[src/sv/phd_pkg.sv]
// Shared types and constants for the pH dosing controller.
`timescale 1ns / 1ps

package phd_pkg;

    // Command codes carried by an input transaction
    localparam logic [2:0] CMD_EVAL       = 3'd0;
    localparam logic [2:0] CMD_TOGGLE_UP  = 3'd1;
    localparam logic [2:0] CMD_TOGGLE_DN  = 3'd2;
    localparam logic [2:0] CMD_STOP       = 3'd3;
    localparam logic [2:0] CMD_AUTO_ON    = 3'd4;
    localparam logic [2:0] CMD_AUTO_OFF   = 3'd5;

    // pH condition codes
    localparam logic [1:0] COND_IN_RANGE  = 2'd0;
    localparam logic [1:0] COND_TOO_HIGH  = 2'd1;
    localparam logic [1:0] COND_TOO_LOW   = 2'd2;

    // Register map: register index sits in paddr[4:2]
    localparam int unsigned ADDR_W = 5;
    localparam logic [2:0] REG_TARGET   = 3'd0;
    localparam logic [2:0] REG_TOL      = 3'd1;
    localparam logic [2:0] REG_DEADBAND = 3'd2;
    localparam logic [2:0] REG_DOSE     = 3'd3;
    localparam logic [2:0] REG_COOLDOWN = 3'd4;

    // Field widths
    localparam int unsigned PH_W = 11;
    localparam int unsigned MS_W = 22;

    // Register reset values
    localparam logic [PH_W-1:0] TARGET_RST   = 11'd600;
    localparam logic [PH_W-1:0] TOL_RST      = 11'd50;
    localparam logic [PH_W-1:0] DEADBAND_RST = 11'd20;
    localparam logic [MS_W-1:0] DOSE_RST     = 22'd10000;
    localparam logic [MS_W-1:0] COOLDOWN_RST = 22'd60000;

    // Largest valid pH sample (hundredths)
    localparam logic [PH_W-1:0] PH_VALID_MAX = 11'd1400;

    // Configuration as seen by the datapath
    typedef struct packed {
        logic [PH_W-1:0] target_ph;
        logic [PH_W-1:0] tolerance;
        logic [PH_W-1:0] deadband;
        logic [MS_W-1:0] dose_time_ms;
        logic [MS_W-1:0] cooldown_ms;
    } t_cfg;

endpackage

[src/sv/ph_dosing_controller.sv]
// Top level of the two-pump pH dosing controller.
`timescale 1ns / 1ps

//  channel | direction | handshake                 | payload
//  --------+-----------+---------------------------+---------------------------------------
//  in      | sink      | i_in_valid / o_in_stall   | i_command, i_now_ms, i_ph_sample
//  out     | source    | o_out_valid / i_out_stall | o_up_pump_on, o_down_pump_on, o_auto_on,
//          |           |                           | o_ph_condition, o_time_left_ms
//  cfg     | APB slave | psel, penable, pready     | paddr, pwdata, prdata
//
//  One transaction per cycle while neither channel stalls; a result reaches the output through
//  the input register, then one pass of compare logic into the result register.
//  The pump state updates in the same edge that loads the result register.
//  Reset is synchronous and active low; it restores register and pump defaults.
//  A stalled result holds in the output register while one more input waits in
//  the input register; o_in_stall rises only when both are full.

module ph_dosing_controller #(
    parameter int unsigned TIME_WIDTH = 32
) (
    input  logic                       i_clk,
    input  logic                       i_rst_n,
    // input channel
    input  logic                       i_in_valid,
    output logic                       o_in_stall,
    input  logic [2:0]                 i_command,
    input  logic [31:0]                i_now_ms,
    input  logic [10:0]                i_ph_sample,
    // output channel
    output logic                       o_out_valid,
    input  logic                       i_out_stall,
    output logic                       o_up_pump_on,
    output logic                       o_down_pump_on,
    output logic                       o_auto_on,
    output logic [1:0]                 o_ph_condition,
    output logic [21:0]                o_time_left_ms,
    // configuration port
    input  logic                       psel,
    input  logic                       penable,
    input  logic                       pwrite,
    input  logic [phd_pkg::ADDR_W-1:0] paddr,
    input  logic [31:0]                pwdata,
    output logic [31:0]                prdata,
    output logic                       pready
);

    localparam int unsigned CW = (TIME_WIDTH > phd_pkg::MS_W) ? TIME_WIDTH : phd_pkg::MS_W;

    // Widen an elapsed time for compares against the millisecond limits
    function automatic logic [CW-1:0] ext_t(input logic [TIME_WIDTH-1:0] v);
        logic [CW+TIME_WIDTH-1:0] w;
        w = {{CW{1'b0}}, v};
        return w[CW-1:0];
    endfunction

    function automatic logic [CW-1:0] ext_ms(input logic [phd_pkg::MS_W-1:0] v);
        logic [CW+phd_pkg::MS_W-1:0] w;
        w = {{CW{1'b0}}, v};
        return w[CW-1:0];
    endfunction

    // Time remaining until elapsed reaches limit, zero once reached
    function automatic logic [phd_pkg::MS_W-1:0] left_of(input logic [CW-1:0] e,
                                                         input logic [phd_pkg::MS_W-1:0] lim);
        logic [phd_pkg::MS_W-1:0] r;
        if (e < ext_ms(lim)) begin
            r = lim - e[phd_pkg::MS_W-1:0];
        end else begin
            r = '0;
        end
        return r;
    endfunction

    phd_pkg::t_cfg cfg;

    phd_cfg_regs u_regs (
        .i_clk   (i_clk),
        .i_rst_n (i_rst_n),
        .psel    (psel),
        .penable (penable),
        .pwrite  (pwrite),
        .paddr   (paddr),
        .pwdata  (pwdata),
        .prdata  (prdata),
        .pready  (pready),
        .o_cfg   (cfg)
    );

    // ---------------------------------------------------------------
    // Handshake
    // ---------------------------------------------------------------
    logic        r_s1_vld;
    logic [2:0]  r_s1_cmd;
    logic [31:0] r_s1_now;
    logic [10:0] r_s1_sample;
    logic        r_out_vld;
    logic        out_load;
    logic        s1_take;

    assign out_load   = r_s1_vld && (!r_out_vld || !i_out_stall);
    assign s1_take    = !r_s1_vld || out_load;
    assign o_in_stall = !s1_take;

    // Capture the input transaction
    always_ff @(posedge i_clk) begin
        if (!i_rst_n) begin
            r_s1_vld <= 1'b0;
        end else if (s1_take) begin
            r_s1_vld <= i_in_valid;
        end
    end

    always_ff @(posedge i_clk) begin
        if (s1_take && i_in_valid) begin
            r_s1_cmd    <= i_command;
            r_s1_now    <= i_now_ms;
            r_s1_sample <= i_ph_sample;
        end
    end

    // ---------------------------------------------------------------
    // Controller state
    // ---------------------------------------------------------------
    logic                  r_up_run, r_dn_run, r_auto;
    logic [TIME_WIDTH-1:0] r_up_start, r_dn_start, r_up_stop, r_dn_stop;
    logic                  n_up_run, n_dn_run, n_auto;
    logic [TIME_WIDTH-1:0] n_up_start, n_dn_start, n_up_stop, n_dn_stop;

    // Timestamp taken modulo 2^TIME_WIDTH
    logic [TIME_WIDTH+31:0] now_w;
    logic [TIME_WIDTH-1:0]  now_t;
    assign now_w = {{TIME_WIDTH{1'b0}}, r_s1_now};
    assign now_t = now_w[TIME_WIDTH-1:0];

    // Elapsed times against every stored timestamp, all in parallel
    logic [CW-1:0] e_up_start, e_dn_start, e_up_stop, e_dn_stop;
    assign e_up_start = ext_t(now_t - r_up_start);
    assign e_dn_start = ext_t(now_t - r_dn_start);
    assign e_up_stop  = ext_t(now_t - r_up_stop);
    assign e_dn_stop  = ext_t(now_t - r_dn_stop);

    logic lim_up, lim_dn, cool_up_ok, cool_dn_ok, cool_zero;
    assign lim_up     = e_up_start >= ext_ms(cfg.dose_time_ms);
    assign lim_dn     = e_dn_start >= ext_ms(cfg.dose_time_ms);
    assign cool_up_ok = e_up_stop >= ext_ms(cfg.cooldown_ms);
    assign cool_dn_ok = e_dn_stop >= ext_ms(cfg.cooldown_ms);
    assign cool_zero  = (cfg.cooldown_ms == '0);

    // pH error and its classification
    logic signed [11:0] err, db;
    logic        [10:0] err_mag;
    logic               outside, sample_ok, want_up, want_dn;
    assign err       = $signed({1'b0, r_s1_sample}) - $signed({1'b0, cfg.target_ph});
    assign err_mag   = err[11] ? 11'(-err) : err[10:0];
    assign outside   = err_mag > cfg.tolerance;
    assign db        = $signed({1'b0, cfg.deadband});
    assign sample_ok = (r_s1_sample != '0) && (r_s1_sample <= phd_pkg::PH_VALID_MAX);
    assign want_dn   = sample_ok && outside && (err > db);
    assign want_up   = sample_ok && outside && (err < -db);

    // Flags for timestamps rewritten by this transaction
    logic up_started, dn_started, up_stopped, dn_stopped;
    logic up_after, dn_after, do_try;

    // Next state: command decode, run limit, then start decision
    always_comb begin
        n_up_run   = r_up_run;
        n_dn_run   = r_dn_run;
        n_auto     = r_auto;
        n_up_start = r_up_start;
        n_dn_start = r_dn_start;
        n_up_stop  = r_up_stop;
        n_dn_stop  = r_dn_stop;
        up_started = 1'b0;
        dn_started = 1'b0;
        up_stopped = 1'b0;
        dn_stopped = 1'b0;
        up_after   = r_up_run;
        dn_after   = r_dn_run;
        do_try     = 1'b0;

        unique case (r_s1_cmd) inside
            phd_pkg::CMD_EVAL: begin
                if (r_auto) begin
                    up_stopped = r_up_run && lim_up;
                    dn_stopped = r_dn_run && lim_dn;
                    up_after   = r_up_run && !lim_up;
                    dn_after   = r_dn_run && !lim_dn;
                    do_try     = 1'b1;
                end
            end
            phd_pkg::CMD_TOGGLE_UP: begin
                n_auto = 1'b0;
                if (r_up_run) begin
                    up_stopped = 1'b1;
                    up_after   = 1'b0;
                end else begin
                    // down pump drops without a new stop time
                    dn_after   = 1'b0;
                    up_after   = 1'b1;
                    up_started = 1'b1;
                end
            end
            phd_pkg::CMD_TOGGLE_DN: begin
                n_auto = 1'b0;
                if (r_dn_run) begin
                    dn_stopped = 1'b1;
                    dn_after   = 1'b0;
                end else begin
                    up_after   = 1'b0;
                    dn_after   = 1'b1;
                    dn_started = 1'b1;
                end
            end
            phd_pkg::CMD_STOP, phd_pkg::CMD_AUTO_OFF: begin
                n_auto     = 1'b0;
                up_stopped = r_up_run;
                dn_stopped = r_dn_run;
                up_after   = 1'b0;
                dn_after   = 1'b0;
            end
            phd_pkg::CMD_AUTO_ON: begin
                n_auto = 1'b1;
                if (r_up_run || r_dn_run) begin
                    up_stopped = r_up_run;
                    dn_stopped = r_dn_run;
                    up_after   = 1'b0;
                    dn_after   = 1'b0;
                    do_try     = 1'b1;
                end
            end
            default: ;
        endcase

        // Start a pump when none runs and its cooldown has passed
        if (do_try && !up_after && !dn_after) begin
            if (want_dn && (dn_stopped ? cool_zero : cool_dn_ok)) begin
                dn_after   = 1'b1;
                dn_started = 1'b1;
            end else if (want_up && (up_stopped ? cool_zero : cool_up_ok)) begin
                up_after   = 1'b1;
                up_started = 1'b1;
            end
        end

        n_up_run = up_after;
        n_dn_run = dn_after;
        if (up_started) n_up_start = now_t;
        if (dn_started) n_dn_start = now_t;
        if (up_stopped) n_up_stop  = now_t;
        if (dn_stopped) n_dn_stop  = now_t;
    end

    // Result fields from the updated state
    logic [1:0]               cond;
    logic [phd_pkg::MS_W-1:0] run_up_left, run_dn_left, cool_up_left, cool_dn_left;
    logic [phd_pkg::MS_W-1:0] left;

    assign run_up_left  = left_of(up_started ? '0 : e_up_start, cfg.dose_time_ms);
    assign run_dn_left  = left_of(dn_started ? '0 : e_dn_start, cfg.dose_time_ms);
    assign cool_up_left = left_of(up_stopped ? '0 : e_up_stop, cfg.cooldown_ms);
    assign cool_dn_left = left_of(dn_stopped ? '0 : e_dn_stop, cfg.cooldown_ms);

    always_comb begin
        if (!outside) begin
            cond = phd_pkg::COND_IN_RANGE;
        end else if (!err[11]) begin
            cond = phd_pkg::COND_TOO_HIGH;
        end else begin
            cond = phd_pkg::COND_TOO_LOW;
        end

        if (!n_auto) begin
            left = '0;
        end else if (n_up_run) begin
            left = run_up_left;
        end else if (n_dn_run) begin
            left = run_dn_left;
        end else begin
            left = (cool_up_left > cool_dn_left) ? cool_up_left : cool_dn_left;
        end
    end

    // Advance the pump state as the transaction moves to the result register
    always_ff @(posedge i_clk) begin
        if (!i_rst_n) begin
            r_up_run   <= 1'b0;
            r_dn_run   <= 1'b0;
            r_auto     <= 1'b1;
            r_up_start <= '0;
            r_dn_start <= '0;
            r_up_stop  <= '0;
            r_dn_stop  <= '0;
        end else if (out_load) begin
            r_up_run   <= n_up_run;
            r_dn_run   <= n_dn_run;
            r_auto     <= n_auto;
            r_up_start <= n_up_start;
            r_dn_start <= n_dn_start;
            r_up_stop  <= n_up_stop;
            r_dn_stop  <= n_dn_stop;
        end
    end

    // Result register
    always_ff @(posedge i_clk) begin
        if (!i_rst_n) begin
            r_out_vld <= 1'b0;
        end else if (out_load) begin
            r_out_vld <= 1'b1;
        end else if (!i_out_stall) begin
            r_out_vld <= 1'b0;
        end
    end

    always_ff @(posedge i_clk) begin
        if (out_load) begin
            o_up_pump_on   <= n_up_run;
            o_down_pump_on <= n_dn_run;
            o_auto_on      <= n_auto;
            o_ph_condition <= cond;
            o_time_left_ms <= left;
        end
    end

    assign o_out_valid = r_out_vld;

endmodule

[src/sv/phd_cfg_regs.sv]
// APB configuration registers for the pH dosing controller.
`timescale 1ns / 1ps

module phd_cfg_regs (
    input  logic                       i_clk,
    input  logic                       i_rst_n,
    input  logic                       psel,
    input  logic                       penable,
    input  logic                       pwrite,
    input  logic [phd_pkg::ADDR_W-1:0] paddr,
    input  logic [31:0]                pwdata,
    output logic [31:0]                prdata,
    output logic                       pready,
    output phd_pkg::t_cfg              o_cfg
);

    phd_pkg::t_cfg r_cfg;
    logic          wr_en;
    logic [2:0]    reg_idx;

    assign pready  = 1'b1;
    assign wr_en   = psel && penable && pwrite;
    assign reg_idx = paddr[4:2];
    assign o_cfg   = r_cfg;

    // Write the addressed register on the access cycle
    always_ff @(posedge i_clk) begin
        if (!i_rst_n) begin
            r_cfg.target_ph    <= phd_pkg::TARGET_RST;
            r_cfg.tolerance    <= phd_pkg::TOL_RST;
            r_cfg.deadband     <= phd_pkg::DEADBAND_RST;
            r_cfg.dose_time_ms <= phd_pkg::DOSE_RST;
            r_cfg.cooldown_ms  <= phd_pkg::COOLDOWN_RST;
        end else if (wr_en) begin
            unique case (reg_idx)
                phd_pkg::REG_TARGET:   r_cfg.target_ph    <= pwdata[phd_pkg::PH_W-1:0];
                phd_pkg::REG_TOL:      r_cfg.tolerance    <= pwdata[phd_pkg::PH_W-1:0];
                phd_pkg::REG_DEADBAND: r_cfg.deadband     <= pwdata[phd_pkg::PH_W-1:0];
                phd_pkg::REG_DOSE:     r_cfg.dose_time_ms <= pwdata[phd_pkg::MS_W-1:0];
                phd_pkg::REG_COOLDOWN: r_cfg.cooldown_ms  <= pwdata[phd_pkg::MS_W-1:0];
                default: ;
            endcase
        end
    end

    // Read back the addressed register
    always_comb begin
        unique case (reg_idx)
            phd_pkg::REG_TARGET:   prdata = {21'd0, r_cfg.target_ph};
            phd_pkg::REG_TOL:      prdata = {21'd0, r_cfg.tolerance};
            phd_pkg::REG_DEADBAND: prdata = {21'd0, r_cfg.deadband};
            phd_pkg::REG_DOSE:     prdata = {10'd0, r_cfg.dose_time_ms};
            phd_pkg::REG_COOLDOWN: prdata = {10'd0, r_cfg.cooldown_ms};
            default:               prdata = 32'd0;
        endcase
    end

endmodule

[config.mk]
export PLATFORM = sky130hd
export DESIGN_NAME = ph_dosing_controller
export DESIGN_NICKNAME = d
export VERILOG_FILES = /design/src/sv/phd_pkg.sv /design/src/sv/ph_dosing_controller.sv /design/src/sv/phd_cfg_regs.sv
export SDC_FILE = /design/constraint.sdc
export NUM_CORES = 1
export LEC_CHECK = 0
export BUFFER_PORTS_ARGS = -buffer_cell sky130_fd_sc_hd__buf_2
export CORE_ASPECT_RATIO = 0.75
export CORE_MARGIN = 10
export CORE_UTILIZATION = 60
export DETAILED_ROUTE_END_ITERATION = 8
export PLACE_DENSITY_LB_ADDON = 0.1
export SLEW_MARGIN = 10
export SYNTH_ARGS = -nofsm -noshare
export SYNTH_HDL_FRONTEND = slang
export SYNTH_SLANG_ARGS = --single-unit
export TNS_END_PERCENT = 100
[constraint.sdc]
create_clock -name i_clk -period 10.5 [get_ports i_clk]
set_clock_uncertainty 0.1 [all_clocks]
set_input_delay 1.575 -clock i_clk [delete_from_list [all_inputs] [get_ports i_clk]]
set_output_delay 1.575 -clock i_clk [all_outputs]
set_load 0.05 [all_outputs]
==> results of run 1 <==
==> worst max-delay path, delay by kind of cell, from the launching register on <==
| kind | cells | cell delay (ns) |
|---|---|---|
| AOI/OAI and AO/OA | 21 | 4.86 |
| buffers and inverters | 6 | 1.38 |
| adders and majority gates | 4 | 1.36 |
| and+or+nand+nor | 8 | 1.13 |
| DFF | 1 | 0.63 |
| xor gates and xnor gates | 1 | 0.34 |
==> power by group through the flow <==
| stage | Clock, µW | Sequential (µW) | Combinational, µW |
|---|---|---|---|
| 6_report | 1210 | 1180 | 1470 |
| 5_1_grt | 1260 | 1180 | 1620 |
| 3_5_place_dp | 0 | 1200 | 1410 |
| 4_1_cts | 1220 | 1180 | 1420 |
| 2_1_floorplan | 0 | 1200 | 1040 |
| 3_3_place_gp | 0 | 1200 | 1400 |
==> timing repair <==
action / in CTS / in global routing
endpoints found under the hold margin: 0 / 0
endpoints found under the setup margin: 0 / 22
resized for setup: 0 / 24
==> layer usage <==
| layer | global-route usage | share of wire |
|---|---|---|
| met3 | 0.08829 | 0.11 |
| met2 | 0.4538 | 0.41 |
| met5 | 0.01321 | 0.0022 |
| met1 | 0.4368 | 0.45 |
| met4 | 0.07813 | 0.024 |
==> metrics by stage <==
stage                     TNS [ns]  setup slack [ns]
final                            0            0.4798
after global routing      -0.01789         -0.007566
after CTS                        0            0.3113
after detailed placement         0            0.3813
after global placement           0            0.4609
after floorplan                  0             1.176
==> cell usage after synthesis, drive strengths merged, types with 15 or more instances <==
cell	number	area [µm²]
mux2i	85	850.8
dfxtp	210	4204
edfxtp	73	2192
o21bai	32	240.2
xor2	57	499.2
inv	349	1310
nor2b	67	419.2
and3	29	181.4
nand3	62	310.3
or3	22	137.6
o21ai	174	870.8
buf	33	226.5
nand2b	53	331.6
ha	452	5655
a21oi	245	1230
and2	40	250.2
a41oi	20	175.2
clkbuf	129	484.2
a21o	112	840.8
nand2	617	2316
nor4	22	137.6
nand4	49	306.5
nand3b	15	112.6
o211ai	95	813.3
o22ai	19	118.9
a22oi	26	195.2
a211oi	26	195.2
a21boi	122	915.9
nor2	194	730.7
o21a	53	397.9
xnor2	130	1139
nor3	52	260.3
o31ai	30	249.0
a31oi	22	137.6
or2	16	100.1
==> final cells by class <==
cell class | count | area (µm²)
clock buffers | 44 | 949.7
clock inverters | 16 | 151.4
fillers | 4535 | 17310
inverters | 351 | 1320
multi-input cells | 3108 | 21900
flip-flops and latches | 283 | 6396
well taps | 657 | 822.0
repair buffers | 183 | 1071
==> kinds of logic after synthesis <==
group           Yosys count  share of synthesized area
compound gates         1092                     0.2479
xor+xnor                187                    0.05436
fa+ha+maj               461                     0.1937
buf+inv                 513                    0.06732
flops                   283                     0.2123
mux                      87                    0.02899
other cells               2                  0.0002493
simple gates           1270                     0.1951
==> worst paths after layout <==
check,endpoint,cells past startpoint,slack [ns],startpoint
worst max-delay path,o_time_left_ms[7],40,0.48,now_t[3]
worst min-delay path,r_up_start[21],2,0.35,r_up_start[21]
worst max register to register,o_time_left_ms[7],40,0.48,now_t[3]
worst min register to register,r_up_start[21],2,0.35,r_up_start[21]
==> sequential cells by signal (all words and copies together), names as in the netlist <==
name	cells
u_regs.o_cfg	77
now_t	32
r_dn_start	32
r_dn_stop	32
r_up_start	32
r_up_stop	32
o_time_left_ms	22
r_s1_sample	11
r_s1_cmd	3
o_ph_condition	2
o_auto_on	1
o_down_pump_on	1
o_out_valid	1
o_up_pump_on	1
r_auto	1
r_dn_run	1
r_s1_vld	1
r_up_run	1
==> impl_results.rst, run 1 <==
.. list-table::
   :header-rows: 1

   * - Metric
     - Value
   * - Clock buffer depth
     - 3
   * - Post-synthesis area per instance
     - 7.735 µm²
   * - Post-route design area
     - 0.03261 mm²
   * - NetSw
     - 1477 µW
   * - Number of pins with negative max-slew slack in the final report
     - 0
   * - Area growth from synthesis to final layout
     - 8.252%
   * - Total Die Area
     - 0.05967 mm²
   * - Utilization after layout
     - 0.6532
   * - Hold buffer count at CTS
     - 0
   * - Clock buffers created by TritonCTS
     - 34
   * - Required time reported for the critical path endpoint
     - 10.80 ns
   * - Clock period minus final worst setup slack
     - 10.02 ns
   * - MaxCap Viol Count
     - 0
   * - Final HPWL DP
     - 77.56 mm
   * - Vias per std cell
     - 6.121
   * - Headroom to the max-slew limit
     - 0.1673
   * - Post-synth cell types
     - 86
   * - Latest clock arrival within the worst-skew pair
     - 0.57 ns
   * - Outcome
     - finished clean
   * - H-tree depth reported by CTS
     - 2
   * - Final-layout worst hold slack
     - 0.3550 ns
   * - Sequential element share of the synthesized area
     - 0.2123
   * - TritonCTS Sinks
     - 283
   * - Clock network fraction of total power
     - 0.313
   * - Number of register bits inferred by synthesis
     - 283
   * - I/O Pins
     - 152
   * - Residual antenna-violating net count after detailed routing
     - 0
   * - Type of the tightest min-delay check
     - flop to flop
   * - Sequential group share of total power
     - 0.306
   * - Total of buffers placed on input and output ports
     - 128
   * - Non-Filler Instances
     - 4642
   * - Vias in the first global route
     - 25650
   * - Static leakage
     - 0.01380 µW
   * - Sum of routed wire length over all layers
     - 96.82 mm
   * - Number of detailed-routing iterations run before antenna repair
     - 6
   * - Sw Share
     - 0.3817
   * - Gate count after technology mapping
     - 3895
   * - Peak VDD IR
     - 0.0001234 V
   * - Root buffer cell
     - sky130_fd_sc_hd__clkbuf_16
   * - Number of warnings printed during yosys synthesis
     - 0
   * - Initial core utilization
     - 0.6034
   * - Most common cell after layout, fill and taps aside
     - sky130_fd_sc_hd__nand2_1
   * - Largest fanout of any net on the critical path
     - 21
   * - Antenna cell count
     - 0
   * - Maximum achievable frequency
     - 99.80 MHz
   * - Final period utilization
     - 0.9543
   * - Routed len/inst
     - 20.86 µm
   * - Number of cells in the design after placement
     - 4582
   * - Kind of end point of the critical path
     - flop
   * - Die extent in y
     - 214.1 µm
   * - Clock transition time at the flip-flop clock pins of the worst setup and hold paths
     - 0.06 ns
   * - Post-CTS Setup Repair Bufs
     - 0
   * - TritonCTS clock tree
     - built
   * - Drc violations
     - 0
   * - Worst-Margin Slew
     - 1.246 ns
   * - Routability Congestion
     - 1.040
   * - Final number of setup-violating endpoints
     - 0
   * - Commonest cells after routing, fill and taps aside
     - sky130_fd_sc_hd__nand2_1, sky130_fd_sc_hd__ha_1, sky130_fd_sc_hd__inv_1
   * - Maximum number of pins on one net before global-route repair
     - 97
   * - Ys flop type
     - sky130_fd_sc_hd__dfxtp_1
   * - Pwr Total
     - 3868 µW
   * - Post-synth EDFFs
     - 73
   * - Iteration-0 DRC Markers
     - 2957
   * - Core Footprint
     - 0.04993 mm²
   * - Cell with the largest stage delay on the worst path
     - sky130_fd_sc_hd__edfxtp_1
   * - Horizontal extent of the die
     - 278.7 µm
   * - Cell Int Power
     - 2391 µW
   * - Kind of start point of the critical path
     - flop
   * - Routed vias
     - 28410
   * - Instance area after placement
     - 0.03141 mm²
   * - Antenna violations before repair
     - 2
   * - Relative contribution of combinational cells to total power
     - 0.381
   * - First-pass GRT wire length
     - 147.8 mm
   * - Share of post-route cells with drive strength above 1
     - 0.08055
   * - Power density cells
     - 118.6 mW/mm²
   * - Max stage delay on crit path
     - 0.63 ns
   * - Share of flip-flops with an asynchronous set or reset after synthesis
     - 0
   * - Row count
     - 71
   * - Classification of the worst setup path
     - flop to flop
   * - Number of nets in the final layout
     - 4512
   * - Gr usage total
     - 0.3097
   * - Arrival time at the worst endpoint
     - 10.32 ns
   * - Cell area after synthesis
     - 0.03013 mm²
   * - Global route total overflow
     - 0
   * - Number of failing hold endpoints at the final stage
     - 0
Note: power is estimated with default switching activity, not from simulation.
==> inputs of run 2 (changes only) <==
- CORE_ASPECT_RATIO: 0.75 -> 1.75
- PLACE_DENSITY: not set -> 0.76
- PLACE_DENSITY_LB_ADDON: 0.1 -> not set
- clock period: 10.5 -> 12.8 ns (I/O delays scaled with it)
==> impl_results.rst, run 2 (synthesized netlist as in run 1, its figures left out) <==
.. list-table::
   :header-rows: 1

   * - Metric
     - Value
   * - GR met2 Demand/Resource
     - 0.5652 (+0.1114)
   * - RSZ-0062 raised after global routing
     - no
   * - Vias per std cell
     - 6.164 (+0.70%)
   * - Maximum achievable frequency
     - 86.93 MHz (-13%)
   * - Headroom to the max-slew limit
     - 0.1585 (-0.008854)
   * - Power density cells
     - 95.11 mW/mm² (-20%)
   * - Row count
     - 108 (+52%)
   * - H-tree depth reported by CTS
     - 1 (-1)
   * - Clock transition time at the flip-flop clock pins of the worst setup and hold paths
     - 0.07 ns (about the same)
   * - Classification of the worst setup path
     - flop to flop
   * - Die extent in y
     - 316.4 µm (+48%)
   * - Most common cell after layout, fill and taps aside
     - sky130_fd_sc_hd__nand2_1
   * - Flip-flop count of the largest register, all copies and words added
     - 77 (unchanged)
   * - Flop-to-flop setup slack
     - 1.30 ns (+0.82 ns)
   * - Antenna cell count
     - 0 (unchanged)
   * - First-pass GRT wire length
     - 153.4 mm (+3.8%)
   * - I/O Pins
     - 152 (unchanged)
   * - GRT Max-Usage Layer
     - met2
   * - Hold buffer count at CTS
     - 0 (unchanged)
   * - Cells resized by post-CTS repair
     - 0 (unchanged)
   * - Number of failing hold endpoints at the final stage
     - 0 (unchanged)
   * - Clock period minus final worst setup slack
     - 11.50 ns (+1.483 ns)
   * - Commonest cells after routing, fill and taps aside
     - sky130_fd_sc_hd__nand2_1, sky130_fd_sc_hd__ha_1, sky130_fd_sc_hd__inv_1
   * - Type of the tightest min-delay check
     - flop to flop
   * - Total Die Area
     - 0.05993 mm² (+0.44%)
   * - Peak VDD IR
     - 0.0001227 V (-0.59%)
   * - Number of nets in the final layout
     - 4497 (-0.33%)
   * - Final period utilization
     - 0.8987 (-0.05561)
   * - Setup tns final
     - 0 ns (unchanged)
   * - Number of detailed-routing iterations run before antenna repair
     - 5 (-1)
   * - Core Footprint
     - 0.04959 mm² (-0.67%)
   * - Final number of setup-violating endpoints
     - 0 (unchanged)
   * - Routed vias
     - 28530 (+0.42%)
   * - Initial core utilization
     - 0.6075 (+0.004050)
   * - Vias in the first global route
     - 27760 (+8.2%)
   * - TritonCTS Sinks
     - 283 (unchanged)
   * - Static leakage
     - 0.01364 µW (-1.1%)
   * - Root buffer cell
     - sky130_fd_sc_hd__clkbuf_16
   * - Latest clock arrival within the worst-skew pair
     - 0.60 ns (+0.03 ns)
   * - Drc violations
     - 0 (unchanged)
   * - Gr usage total
     - 0.3239 (+0.01417)
   * - Clock buffer depth
     - 3 (unchanged)
   * - Largest fanout of any net on the critical path
     - 39 (+86%)
   * - Worst min-delay path startpoint
     - r_up_start[9]
   * - Required time reported for the critical path endpoint
     - 13.14 ns (+2.34 ns)
   * - Routability Congestion
     - 1.008 (-3.1%)
   * - Worst reg2reg path startpoint
     - now_t[0]
   * - Launching element of the worst setup path
     - now_t[0]
   * - Share of post-route cells with drive strength above 1
     - 0.07231 (-0.008242)
   * - Global route total overflow
     - 0 (unchanged)
   * - Arrival time at the worst endpoint
     - 11.84 ns (+1.52 ns)
   * - Total of buffers placed on input and output ports
     - 128 (unchanged)
   * - Residual antenna-violating net count after detailed routing
     - 0 (unchanged)
   * - Post-CTS Setup Repair Bufs
     - 0 (unchanged)
   * - Iteration-0 DRC Markers
     - 1935 (-35%)
   * - Outcome
     - finished clean
   * - Horizontal extent of the die
     - 189.4 µm (-32%)
   * - CP dominant cell by count
     - sky130_fd_sc_hd__o21ai_0
   * - Kind of start point of the critical path
     - flop
   * - MaxCap Viol Count
     - 0 (unchanged)
   * - Area growth from synthesis to final layout
     - 7.218%
   * - Sum of routed wire length over all layers
     - 100.1 mm (+3.4%)
   * - Antenna violations before repair
     - 0 (-2)
   * - TritonCTS clock tree
     - built
   * - GR Layer Usage met3
     - 0.04114 (-0.04715)
   * - Min-Delay Path Depth
     - 2 (unchanged)
   * - Max stage delay on crit path
     - 0.77 ns (+0.14 ns)
   * - Routed len/inst
     - 21.62 µm (+3.6%)
   * - Worst-Margin Slew
     - 1.262 ns (+0.01677 ns)
   * - Capture point of the worst path
     - o_time_left_ms[7]
   * - Cell with the largest stage delay on the worst path
     - sky130_fd_sc_hd__o31ai_1
   * - Met1 Resource Use GR
     - 0.3397 (-0.09704)
   * - Pwr Total
     - 3072 µW (-21%)
   * - Maximum number of pins on one net before global-route repair
     - 101 (+4.1%)
   * - Number of pins with negative max-slew slack in the final report
     - 0 (unchanged)
   * - Worst reg2reg endpoint
     - o_time_left_ms[7]
   * - Final HPWL DP
     - 81.78 mm (+5.4%)
   * - Cell count of the worst reg-to-reg path
     - 51 (+28%)
   * - Clock buffers created by TritonCTS
     - 29 (-15%)
   * - Kind of end point of the critical path
     - flop
==> run 2: critical path: cells and delay by family, from the launching register on <==
family	cells	cell delay [ns]
compound gates	32	6.79
xor+xnor	1	0.20
fa+ha+maj	5	1.40
buf+inv	6	1.26
flops	1	0.45
simple gates	7	1.07
==> run 2: metal layers <==
metal  up-vias  share of wire
li1      13860              -
met1     13260           0.36
met2      1066           0.48
met3       352          0.057
met4         0          0.098
met5         -              0
==> run 2: metrics by stage <==
stage               hold WS, ns    util  instances  worst slack, ns  cell area [µm²]
finish                   0.3588  0.6513       4629            1.297            32300
global route             0.3778  0.6513       4629           0.5887            32300
CTS                      0.3584  0.6513       4629            1.555            32300
detailed placement       0.3459  0.6315       4575            1.610            31320
global placement         0.3431  0.6315       4575            1.695            31320
floorplan                0.3347       -       3904            3.476            30160
==> run 2: area by class of cell <==
type,count,area [µm²]
Inverter,351,1318
Timing Repair Buffer,173,984.7
Tap cell,660,825.8
Sequential cell,283,6396
Multi-Input combinational cell,3108,21790
Clock buffer,33,750.7
Clock inverter,21,234.0
Fill cell,4531,17290
==> run 2: worst min-delay path by stage <==
stage / slack (ns) / end
2_1_floorplan: 0.33 / r_up_start[10]
3_3_place_gp: 0.34 / r_up_start[27]
3_5_place_dp: 0.35 / r_up_start[19]
4_1_cts: 0.36 / r_up_start[27]
5_1_grt: 0.38 / r_up_start[13]
6_report: 0.36 / r_up_start[9]
==> run 2: where the power goes <==
part | switching [µW] | internal, µW | total (µW)
logic | 753 | 441 | 1190
registers | 28.3 | 941 | 969
clock network | 403 | 507 | 909
total | 1180 | 1890 | 3070
